[src/rtl/core/bipr_pkg.sv]
package bipr_pkg;

	// default sizes for the line memory and the row counter
	localparam int unsigned DEF_MAX_WIDTH  = 1024;
	localparam int unsigned DEF_MAX_HEIGHT = 4096;

	// configuration register widths and reset values
	localparam int unsigned CFG_W_BITS = 11;
	localparam int unsigned CFG_H_BITS = 13;
	localparam int unsigned RST_WIDTH  = 64;
	localparam int unsigned RST_HEIGHT = 64;

	// register select, taken from the word address bit of paddr
	localparam logic REG_WIDTH  = 1'b0;
	localparam logic REG_HEIGHT = 1'b1;

	// output queue depth
	localparam int unsigned FIFO_DEPTH = 4;

	// one line memory word: the column's pixel two rows back and one row back
	typedef struct packed {
		logic middle;
		logic upper;
	} line_word_t;

	// one result
	typedef struct packed {
		logic pixel;
		logic last;
	} out_item_t;

	// columns carry bit 0 = upper row, bit 1 = centre row, bit 2 = lower row
	function automatic logic filter_center(input logic [2:0] left, input logic [2:0] mid,
		input logic [2:0] right, input logic top_ok, input logic bot_ok,
		input logic left_ok, input logic right_ok);
		logic [2:0] rows;
		logic [2:0] neigh;
		rows  = {bot_ok, 1'b1, top_ok};
		neigh = mid & rows & 3'b101;
		if (left_ok) neigh = neigh | (left & rows);
		if (right_ok) neigh = neigh | (right & rows);
		return mid[1] & (neigh != 3'b000);
	endfunction

endpackage

[src/rtl/core/bipr_line_mem.sv]
module bipr_line_mem #(
	parameter int unsigned DEPTH = bipr_pkg::DEF_MAX_WIDTH,
	parameter int unsigned AW    = $clog2(bipr_pkg::DEF_MAX_WIDTH)
) (
	input  logic                 clk,
	input  logic                 wr_en,
	input  logic [AW-1:0]        wr_addr,
	input  bipr_pkg::line_word_t wr_data,
	input  logic [AW-1:0]        rd_addr,
	output bipr_pkg::line_word_t rd_data
);

	bipr_pkg::line_word_t mem [DEPTH];

	// one write and one registered read per cycle, read returns old data on collision
	always_ff @(posedge clk) begin
		if (wr_en) begin
			mem[wr_addr] <= wr_data;
		end
		rd_data <= mem[rd_addr];
	end

endmodule

[src/rtl/core/bipr_out_fifo.sv]
module bipr_out_fifo (
	input  logic                                          clk,
	input  logic                                          arst_n,
	input  logic                                          push,
	input  bipr_pkg::out_item_t                           din,
	output logic                                          valid,
	input  logic                                          ready,
	output bipr_pkg::out_item_t                           dout,
	output logic [$clog2(bipr_pkg::FIFO_DEPTH + 1)-1:0]   count
);

	localparam int unsigned PW = $clog2(bipr_pkg::FIFO_DEPTH);
	localparam int unsigned CW = $clog2(bipr_pkg::FIFO_DEPTH + 1);

	bipr_pkg::out_item_t entries_q [bipr_pkg::FIFO_DEPTH];
	logic [PW-1:0] wr_ptr_q;
	logic [PW-1:0] rd_ptr_q;
	logic [CW-1:0] count_q;
	logic          pop;

	assign valid = (count_q != '0);
	assign pop   = valid & ready;
	assign dout  = entries_q[rd_ptr_q];
	assign count = count_q;

	always_ff @(posedge clk) begin
		if (push) begin
			entries_q[wr_ptr_q] <= din;
		end
	end

	always_ff @(posedge clk or negedge arst_n) begin
		if (!arst_n) begin
			wr_ptr_q <= '0;
			rd_ptr_q <= '0;
			count_q  <= '0;
		end else begin
			if (push) wr_ptr_q <= wr_ptr_q + PW'(1);
			if (pop) rd_ptr_q <= rd_ptr_q + PW'(1);
			if (push && !pop) begin
				count_q <= count_q + CW'(1);
			end else if (pop && !push) begin
				count_q <= count_q - CW'(1);
			end
		end
	end

endmodule

[src/rtl/core/binary_isolated_pixel_removal_core.sv]
// Isolated pixel removal for a binary mask streamed in raster order, one pixel per
// transfer. A set pixel whose in-frame 3x3 neighbours are all clear leaves as 0; every
// other pixel passes unchanged, and neighbours outside the image count as clear.
// s_tdata[0] carries the mask bit, s_tuser = 1 marks a drain transfer that pushes out
// the frame tail; each result lags its input by one row plus one pixel, the first
// width + 1 transfers of a frame give no result, and m_tlast flags the frame's final
// pixel. Pixels that arrive once the frame is full, and drains sent before it is full,
// are taken and dropped without a result. Width and height are written over APB at
// byte addresses 0 and 4, by the user only while the stream is idle (not enforced by
// the block), and are saturated to [2, MAX_WIDTH] and [2, MAX_HEIGHT]. The block
// takes one transfer per clock while s_tready is high: the two previous rows sit in
// one line memory that is read at the incoming column and written back in the next
// cycle, one column per cycle. After reset a clearing pass zeroes the line memory,
// and s_tready stays low meanwhile. A result passes the stage register into a small
// output queue that drives m_tvalid and lets input flow while the sink stalls briefly.
module binary_isolated_pixel_removal_core #(
	parameter int unsigned MAX_WIDTH  = bipr_pkg::DEF_MAX_WIDTH,
	parameter int unsigned MAX_HEIGHT = bipr_pkg::DEF_MAX_HEIGHT
) (
	input  logic        clk,
	input  logic        arst_n,
	// configuration port
	input  logic        psel,
	input  logic        penable,
	input  logic        pwrite,
	input  logic [2:0]  paddr,
	input  logic [31:0] pwdata,
	output logic [31:0] prdata,
	output logic        pready,
	// pixel input
	input  logic        s_tvalid,
	output logic        s_tready,
	input  logic [7:0]  s_tdata,   // [0] pixel_in, [7:1] zero
	input  logic        s_tuser,   // [0] command
	// filtered output
	output logic        m_tvalid,
	input  logic        m_tready,
	output logic [7:0]  m_tdata,   // [0] pixel_out, [7:1] zero
	output logic        m_tlast    // last_of_frame
);

	localparam int unsigned AW = $clog2(MAX_WIDTH);
	localparam int unsigned RW = $clog2(MAX_HEIGHT + 2);
	localparam int unsigned CW = $clog2(bipr_pkg::FIFO_DEPTH + 1);

	// per-transfer control carried into the second stage
	typedef struct packed {
		logic [AW-1:0] addr;
		logic          pixel;
		logic          br0;    // centre is the last column of the row two back
		logic          br1;    // centre is the previous column of the row above
		logic          last;
		logic          top0;
		logic          bot0;
		logic          top1;
		logic          bot1;
		logic          left1;
	} s1_ctl_t;

	// configuration registers
	logic [bipr_pkg::CFG_W_BITS-1:0] image_width_q;
	logic [bipr_pkg::CFG_H_BITS-1:0] image_height_q;
	logic                            cfg_wr;

	// effective sizes
	logic [bipr_pkg::CFG_W_BITS-1:0] w_eff;
	logic [bipr_pkg::CFG_H_BITS-1:0] h_eff;

	// raster position of the next transfer
	logic [AW-1:0] in_column_q;
	logic [RW-1:0] in_row_q;

	// line memory clearing pass
	logic [AW-1:0] clr_q;
	logic          clr_done_q;

	// first stage decode
	logic [31:0] col32;
	logic [31:0] row32;
	logic [31:0] w32;
	logic [31:0] h32;
	logic        drain;
	logic        full;
	logic        take;
	logic        br0;
	logic        br1;
	logic        last;
	logic        row_end;
	logic        acc;
	logic        go;

	// second stage
	logic                 s1_valid;
	s1_ctl_t              ctl_s1;
	logic                 fwd_s1;
	bipr_pkg::line_word_t fwd_word_s1;
	bipr_pkg::line_word_t mem_rdata;
	bipr_pkg::line_word_t rd_word;
	bipr_pkg::line_word_t wr_word;
	logic [8:0]           win_q;
	logic [8:0]           new_win;
	logic                 pix0;
	logic                 pix1;
	logic                 push;
	bipr_pkg::out_item_t  push_item;

	// line memory ports
	logic                 mem_wr_en;
	logic [AW-1:0]        mem_wr_addr;
	bipr_pkg::line_word_t mem_wr_data;

	// output queue
	bipr_pkg::out_item_t fifo_dout;
	logic [CW-1:0]       fifo_cnt;

	// ---------------------------------------------------------------- configuration
	assign pready = 1'b1;
	assign cfg_wr = psel & penable & pwrite & pready;

	always_ff @(posedge clk or negedge arst_n) begin
		if (!arst_n) begin
			image_width_q  <= bipr_pkg::CFG_W_BITS'(bipr_pkg::RST_WIDTH);
			image_height_q <= bipr_pkg::CFG_H_BITS'(bipr_pkg::RST_HEIGHT);
		end else if (cfg_wr) begin
			unique case (paddr[2])
				bipr_pkg::REG_WIDTH:  image_width_q  <= pwdata[bipr_pkg::CFG_W_BITS-1:0];
				bipr_pkg::REG_HEIGHT: image_height_q <= pwdata[bipr_pkg::CFG_H_BITS-1:0];
				default: ;
			endcase
		end
	end

	always_comb begin
		unique case (paddr[2])
			bipr_pkg::REG_WIDTH:  prdata = 32'(image_width_q);
			bipr_pkg::REG_HEIGHT: prdata = 32'(image_height_q);
			default:              prdata = '0;
		endcase
	end

	// saturate the sizes into their working range
	always_comb begin
		if (image_width_q < bipr_pkg::CFG_W_BITS'(2)) begin
			w_eff = bipr_pkg::CFG_W_BITS'(2);
		end else if (32'(image_width_q) > MAX_WIDTH) begin
			w_eff = bipr_pkg::CFG_W_BITS'(MAX_WIDTH);
		end else begin
			w_eff = image_width_q;
		end
		if (image_height_q < bipr_pkg::CFG_H_BITS'(2)) begin
			h_eff = bipr_pkg::CFG_H_BITS'(2);
		end else if (32'(image_height_q) > MAX_HEIGHT) begin
			h_eff = bipr_pkg::CFG_H_BITS'(MAX_HEIGHT);
		end else begin
			h_eff = image_height_q;
		end
	end

	// ---------------------------------------------------------------- first stage
	assign col32 = 32'(in_column_q);
	assign row32 = 32'(in_row_q);
	assign w32   = 32'(w_eff);
	assign h32   = 32'(h_eff);

	assign drain   = s_tuser;
	assign full    = (row32 >= h32);
	// pixels go in until the frame is full, drains only after
	assign take    = (drain == full);
	assign br0     = (col32 == 32'd0) && (row32 >= 32'd2);
	assign br1     = (col32 != 32'd0) && (row32 >= 32'd1);
	// the drain that emits past the last row closes the frame
	assign last    = drain && (row32 >= h32 + 32'd1) && (br0 || br1);
	assign row_end = (col32 >= w32 - 32'd1);

	// a free slot for every result that may still be on its way
	assign s_tready = clr_done_q &&
		((32'(fifo_cnt) + 32'(s1_valid)) <= (bipr_pkg::FIFO_DEPTH - 2));
	assign acc = s_tvalid & s_tready;
	assign go  = acc & take;

	always_ff @(posedge clk or negedge arst_n) begin
		if (!arst_n) begin
			in_column_q <= '0;
			in_row_q    <= '0;
		end else if (go) begin
			if (last) begin
				in_column_q <= '0;
				in_row_q    <= '0;
			end else if (row_end) begin
				in_column_q <= '0;
				in_row_q    <= RW'(row32 + 32'd1);
			end else begin
				in_column_q <= in_column_q + AW'(1);
			end
		end
	end

	// stage register, only transfers that are not dropped move on
	always_ff @(posedge clk or negedge arst_n) begin
		if (!arst_n) begin
			s1_valid <= 1'b0;
			fwd_s1   <= 1'b0;
		end else begin
			s1_valid <= go;
			// back-to-back access to one column (frame restart at column zero)
			if (go) fwd_s1 <= s1_valid && (ctl_s1.addr == in_column_q);
		end
	end

	always_ff @(posedge clk) begin
		if (go) begin
			ctl_s1.addr  <= in_column_q;
			ctl_s1.pixel <= drain ? 1'b0 : s_tdata[0];
			ctl_s1.br0   <= br0;
			ctl_s1.br1   <= br1;
			ctl_s1.last  <= last;
			ctl_s1.top0  <= (row32 >= 32'd3);
			ctl_s1.bot0  <= (row32 < h32 + 32'd1);
			ctl_s1.top1  <= (row32 >= 32'd2);
			ctl_s1.bot1  <= (row32 < h32);
			ctl_s1.left1 <= (col32 >= 32'd2);
			fwd_word_s1  <= wr_word;
		end
	end

	// ---------------------------------------------------------------- line memory
	always_ff @(posedge clk or negedge arst_n) begin
		if (!arst_n) begin
			clr_q      <= '0;
			clr_done_q <= 1'b0;
		end else if (!clr_done_q) begin
			if (32'(clr_q) == MAX_WIDTH - 1) begin
				clr_done_q <= 1'b1;
			end else begin
				clr_q <= clr_q + AW'(1);
			end
		end
	end

	assign mem_wr_en   = !clr_done_q || s1_valid;
	assign mem_wr_addr = clr_done_q ? ctl_s1.addr : clr_q;
	assign mem_wr_data = clr_done_q ? wr_word : '0;

	bipr_line_mem #(
		.DEPTH (MAX_WIDTH),
		.AW    (AW)
	) u_line_mem (
		.clk     (clk),
		.wr_en   (mem_wr_en),
		.wr_addr (mem_wr_addr),
		.wr_data (mem_wr_data),
		.rd_addr (in_column_q),
		.rd_data (mem_rdata)
	);

	// ---------------------------------------------------------------- second stage
	assign rd_word = fwd_s1 ? fwd_word_s1 : mem_rdata;

	// rows move up by one: old middle becomes upper, the new pixel becomes middle
	assign wr_word.middle = ctl_s1.pixel;
	assign wr_word.upper  = rd_word.middle;

	// newest column in the low bits
	assign new_win = {win_q[5:0], ctl_s1.pixel, rd_word.middle, rd_word.upper};

	// row wrap: centre is the old newest column, no right neighbour
	assign pix0 = bipr_pkg::filter_center(win_q[5:3], win_q[2:0], 3'b000,
		ctl_s1.top0, ctl_s1.bot0, 1'b1, 1'b0);
	// inside a row: centre is the middle column of the updated window
	assign pix1 = bipr_pkg::filter_center(new_win[8:6], new_win[5:3], new_win[2:0],
		ctl_s1.top1, ctl_s1.bot1, ctl_s1.left1, 1'b1);

	always_ff @(posedge clk or negedge arst_n) begin
		if (!arst_n) begin
			win_q <= '0;
		end else if (s1_valid) begin
			win_q <= new_win;
		end
	end

	assign push            = s1_valid && (ctl_s1.br0 || ctl_s1.br1);
	assign push_item.pixel = ctl_s1.br0 ? pix0 : pix1;
	assign push_item.last  = ctl_s1.last;

	// ---------------------------------------------------------------- output
	bipr_out_fifo u_out_fifo (
		.clk    (clk),
		.arst_n (arst_n),
		.push   (push),
		.din    (push_item),
		.valid  (m_tvalid),
		.ready  (m_tready),
		.dout   (fifo_dout),
		.count  (fifo_cnt)
	);

	assign m_tdata = {7'b0000000, fifo_dout.pixel};
	assign m_tlast = fifo_dout.last;

	// ---------------------------------------------------------------- checks
	assert property (@(posedge clk) disable iff (!arst_n)
		push |-> (32'(fifo_cnt) < bipr_pkg::FIFO_DEPTH))
		else $error("result pushed into a full output queue");

	assert property (@(posedge clk) disable iff (!arst_n)
		!clr_done_q |-> !s1_valid)
		else $error("transfer in flight during line memory clearing");

	assert property (@(posedge clk) disable iff (!arst_n)
		(go && last) |=> ((in_column_q == '0) && (in_row_q == '0)))
		else $error("frame end did not return the raster position to zero");

	assert property (@(posedge clk) disable iff (!arst_n)
		32'(in_column_q) < MAX_WIDTH)
		else $error("column counter beyond line memory depth");

endmodule

[config.mk]
export PLATFORM = sky130hd
export DESIGN_NAME = binary_isolated_pixel_removal_core
export DESIGN_NICKNAME = d
export VERILOG_FILES = /design/src/rtl/core/bipr_pkg.sv /design/src/rtl/core/bipr_line_mem.sv /design/src/rtl/core/bipr_out_fifo.sv /design/src/rtl/core/binary_isolated_pixel_removal_core.sv
export SDC_FILE = /design/constraint.sdc
export NUM_CORES = 2
export LEC_CHECK = 0
export BUFFER_PORTS_ARGS = -buffer_cell sky130_fd_sc_hd__buf_2
export CORE_ASPECT_RATIO = 0.9
export CORE_MARGIN = 2
export CORE_UTILIZATION = 60
export DETAILED_ROUTE_END_ITERATION = 8
export GPL_ROUTABILITY_DRIVEN = 1
export PLACE_DENSITY = 0.84
export SLEW_MARGIN = 25
export SYNTH_ARGS = -nofsm -noshare
export SYNTH_HDL_FRONTEND = slang
export SYNTH_HIERARCHICAL = 1
export SYNTH_SLANG_ARGS = --single-unit
[constraint.sdc]
create_clock -name clk -period 95 [get_ports clk]
set_input_delay 14.25 -clock clk [delete_from_list [all_inputs] [get_ports clk]]
set_output_delay 14.25 -clock clk [all_outputs]
set_load 0.005 [all_outputs]
==> impl_metrics.toml <==
[power]
p_sw_w = 0.000366
internal-power_w = 0.00144
power_frac_seq_pct = 57.1
netSwitchingFraction_pct = 20.3
vdd_ir_drop_max_v = 0.0000255
clkPwrFrac_pct = 41.6
powerDensity_nw_per_um2 = 18.4
p_leak_nw = 26.6
pwr-share-comb_pct = 1.2

[placed_design]
pre_cts_ws_ns = 65.71
place_congestion = 0.860
hpwlAfterDp_mm = 127
placed_cells = 7131
port_buffers = 39
postPlaceCellArea_um2 = 91900

[detailed_routing]
ant_nets = 0
drt_iter0_markers = 9167
routed_wirelength_mm = 235
dr_wl_met2_mm = 110
wire_per_inst_um = 31.3
wl_met3_mm = 34.2
via_count = 51900
top_layer_used = "met5"
wl_met1_mm = 77.2
via_per_inst = 6.92
drc = 2
drtPass1Iterations = 9

[synthesis]
synthCells = 5410
synth-edff-count = 2077
ys_ff_latch = 2152
syn_area_per_cell_um2 = 16.7
synthArstFlopShare_pct = 3.39
seq_area_frac_synth_pct = 71.2
ys_types = 97
yosys_warnings = 6
synth_area_um2 = 90300
ys_dominant_reg_cell = "edfxtp_1"

[worst_setup_path]
r2r_cells = 9
critPathRequiredTime_ns = 80.75
critical_path_class = "primary input to output port"
reg2reg_to = "u_line_mem/rd_data[1]"
crit_path_start_kind = "primary input"
cp.arrival_ns = 15.05
r2r_slack_ns = 88.59
endpoint_kind = "output port"
r2r_start = "in_column_q[1]"
cp_max_fo = 16

[finish]
final_net_count = 5452
stdcell_count = 7503
n_fill_cell = 9345
multiInputGateArea_um2 = 24000
final_common_cell = "edfxtp_1"
drive_gt1_share_pct = 18.8
mostFrequentLayoutCells = "edfxtp_1 (2,077), nor2_1 (1,087), mux4_2 (451)"
regArea_um2 = 64300
final_util_pct = 65.4
synthToLayoutAreaGrowth_pct = 8.63
fin_area_um2 = 98100

[hold_path]
hold_path.startpoint = "clr_q[8]"
hold_path.class = "register to register"
hold_depth = 1
min_to = "clr_q[8]"

[global_routing]
grt_pass1_wl_mm = 342
grt_start_max_net_pins = 246
grtUsageTotal_pct = 30.8
antenna_found_initial = 5
grt_pass1_vias = 51800
overflow = 0

[outcome]
status = "finished, violations left"
violations = "design-rule violations"

[clocking]
clkSinkCount = 2152
htreeDepth = 4
clockBufferDepth = 3
path_clk_slew_ns = 0.06
cts_tree = "done"
clk_latency_ns = 0.86
cts_hold_buffers = 0
clockRootBuffer = "clkbuf_16"
postCtsSetupBuffers = 0
ctsResizeCount = 0
numCtsBuffers = 196

[timing]
tightest_slew_ns = 1.40
rsz0062_at_grt = "false"
finClkSkew_ns = 0.0319
post-route-period-util_pct = 30.8
slew_headroom_pct = 5.10
fin_ws_ns = 65.70
tns_ns = 0
hold_viol_final = 0
max_freq_mhz = 34.1
fin_crit_ns = 29.30
finalMaxSlewViolations = 0
setup_viol = 0

[floorplanning]
rows = 135
start_util_pct = 60.2
io_pins = 95
dieHeight_um = 372
die_area_um2 = 154000
core_um2 = 150000
die_w_um = 413

[flow_run]
maxCapViolations = 0
[state kept, by name (all words and copies together), names as in the netlist, 3 cells and up]
signal	flops
image_height_q	13
u_out_fifo/entries_q	8
in_column_q	10
win_q	6
in_row_q	13
clr_q	10
ctl_s1	19
u_out_fifo/count	3
image_width_q	11
u_line_mem/mem	2048
[logic make-up (layout without fill, tap and decap cells)]
group / after synthesis / count (layout) / share of synthesized area, %
XOR/XNOR: 43 / 43 / 0.417
buffers and inverters: 470 / 547 / 2.71
flip-flops: 2152 / 2152 / 71.2
multiplexers: 720 / 720 / 14.3
adder cells (fa/ha/maj): 53 / 53 / 0.743
AO/OA/AOI/OAI: 458 / 458 / 3.57
other: 2 / 32 / 0.00832
AND/OR/NAND/NOR: 1512 / 1512 / 7.06
[power groups by stage]
stage,Sequential [W],Clock [W],Combinational (W)
2_1_floorplan,0.00105,0,0.0000172
3_3_place_gp,0.00105,0,0.0000215
3_5_place_dp,0.00105,0,0.0000221
4_1_cts,0.00103,0.000754,0.0000223
5_1_grt,0.00103,0.000790,0.0000253
6_report,0.00103,0.000751,0.0000223
[synth_stat cells (11+ instances only)]
library cell | instances | area, um^2
a22oi_1 | 45 | 338
mux2i_1 | 209 | 2090
buf_6 | 33 | 372
o21ai_0 | 65 | 325
a211oi_1 | 16 | 120
o221ai_1 | 83 | 727
mux4_2 | 451 | 10200
inv_1 | 32 | 120
a22o_1 | 14 | 123
and3_1 | 23 | 144
ha_1 | 52 | 651
nor2b_1 | 24 | 150
nand2b_1 | 11 | 68.8
o22ai_1 | 46 | 288
a221oi_1 | 14 | 123
buf_4 | 56 | 420
dfrtp_1 | 71 | 1780
nand2_1 | 131 | 492
nor2_1 | 1089 | 4090
clkbuf_1 | 248 | 931
xor2_1 | 12 | 105
nor3_1 | 56 | 280
nand4_1 | 28 | 175
buf_1 | 54 | 203
xnor2_1 | 31 | 272
buf_2 | 28 | 140
nand3_1 | 54 | 270
mux2_2 | 58 | 653
nor4_1 | 16 | 100
edfxtp_1 | 2077 | 62400
buf_8 | 14 | 210
or3_1 | 16 | 100
a21oi_1 | 96 | 480
and2_1 | 15 | 93.8
[stage by stage]
| step | power, W | hold slack [ns] |
|---|---|---|
| final | 0.00180 | 0.507 |
| after global routing | 0.00185 | 0.528 |
| after CTS | 0.00181 | 0.511 |
| after detailed placement | 0.00107 | 0.496 |
| after global placement | 0.00107 | 0.494 |
| after floorplan | 0.00107 | 0.454 |
[worst max path at each step]
stage                                       to  cells after the start       start
after global routing                 prdata[5]                      3    paddr[2]
final                                prdata[5]                      3    paddr[2]
after detailed placement             prdata[5]                      3    paddr[2]
after floorplan           u_line_mem/mem[0][0]                      3  clr_done_q
after global placement               prdata[5]                      3    paddr[2]
after CTS                            prdata[5]                      3    paddr[2]
[layer usage]
layer | global-route usage [%] | up-vias
li1 | - | 20900
met1 | 40.3 | 26000
met2 | 48.1 | 4181
met3 | 8.20 | 810
met4 | 15.6 | 6
met5 | 0 | -
[worst max-delay path: stages]
cell and delay, ns:
buf_2 0.28, mux2_2 0.39, buf_2 0.13
[cell type report]
| class | count | area share, % |
|---|---|---|
| antenna | 5 | 0.0128 |
| multi-input combinational | 2813 | 24.4 |
| timing repair buffer | 150 | 1.23 |
| clock inverter | 120 | 0.897 |
| tap | 1986 | 2.53 |
| sequential | 2152 | 65.5 |
| clock buffer | 242 | 5.23 |
| inverter | 35 | 0.135 |
No activity file was read; power rests on OpenSTA's default activity.
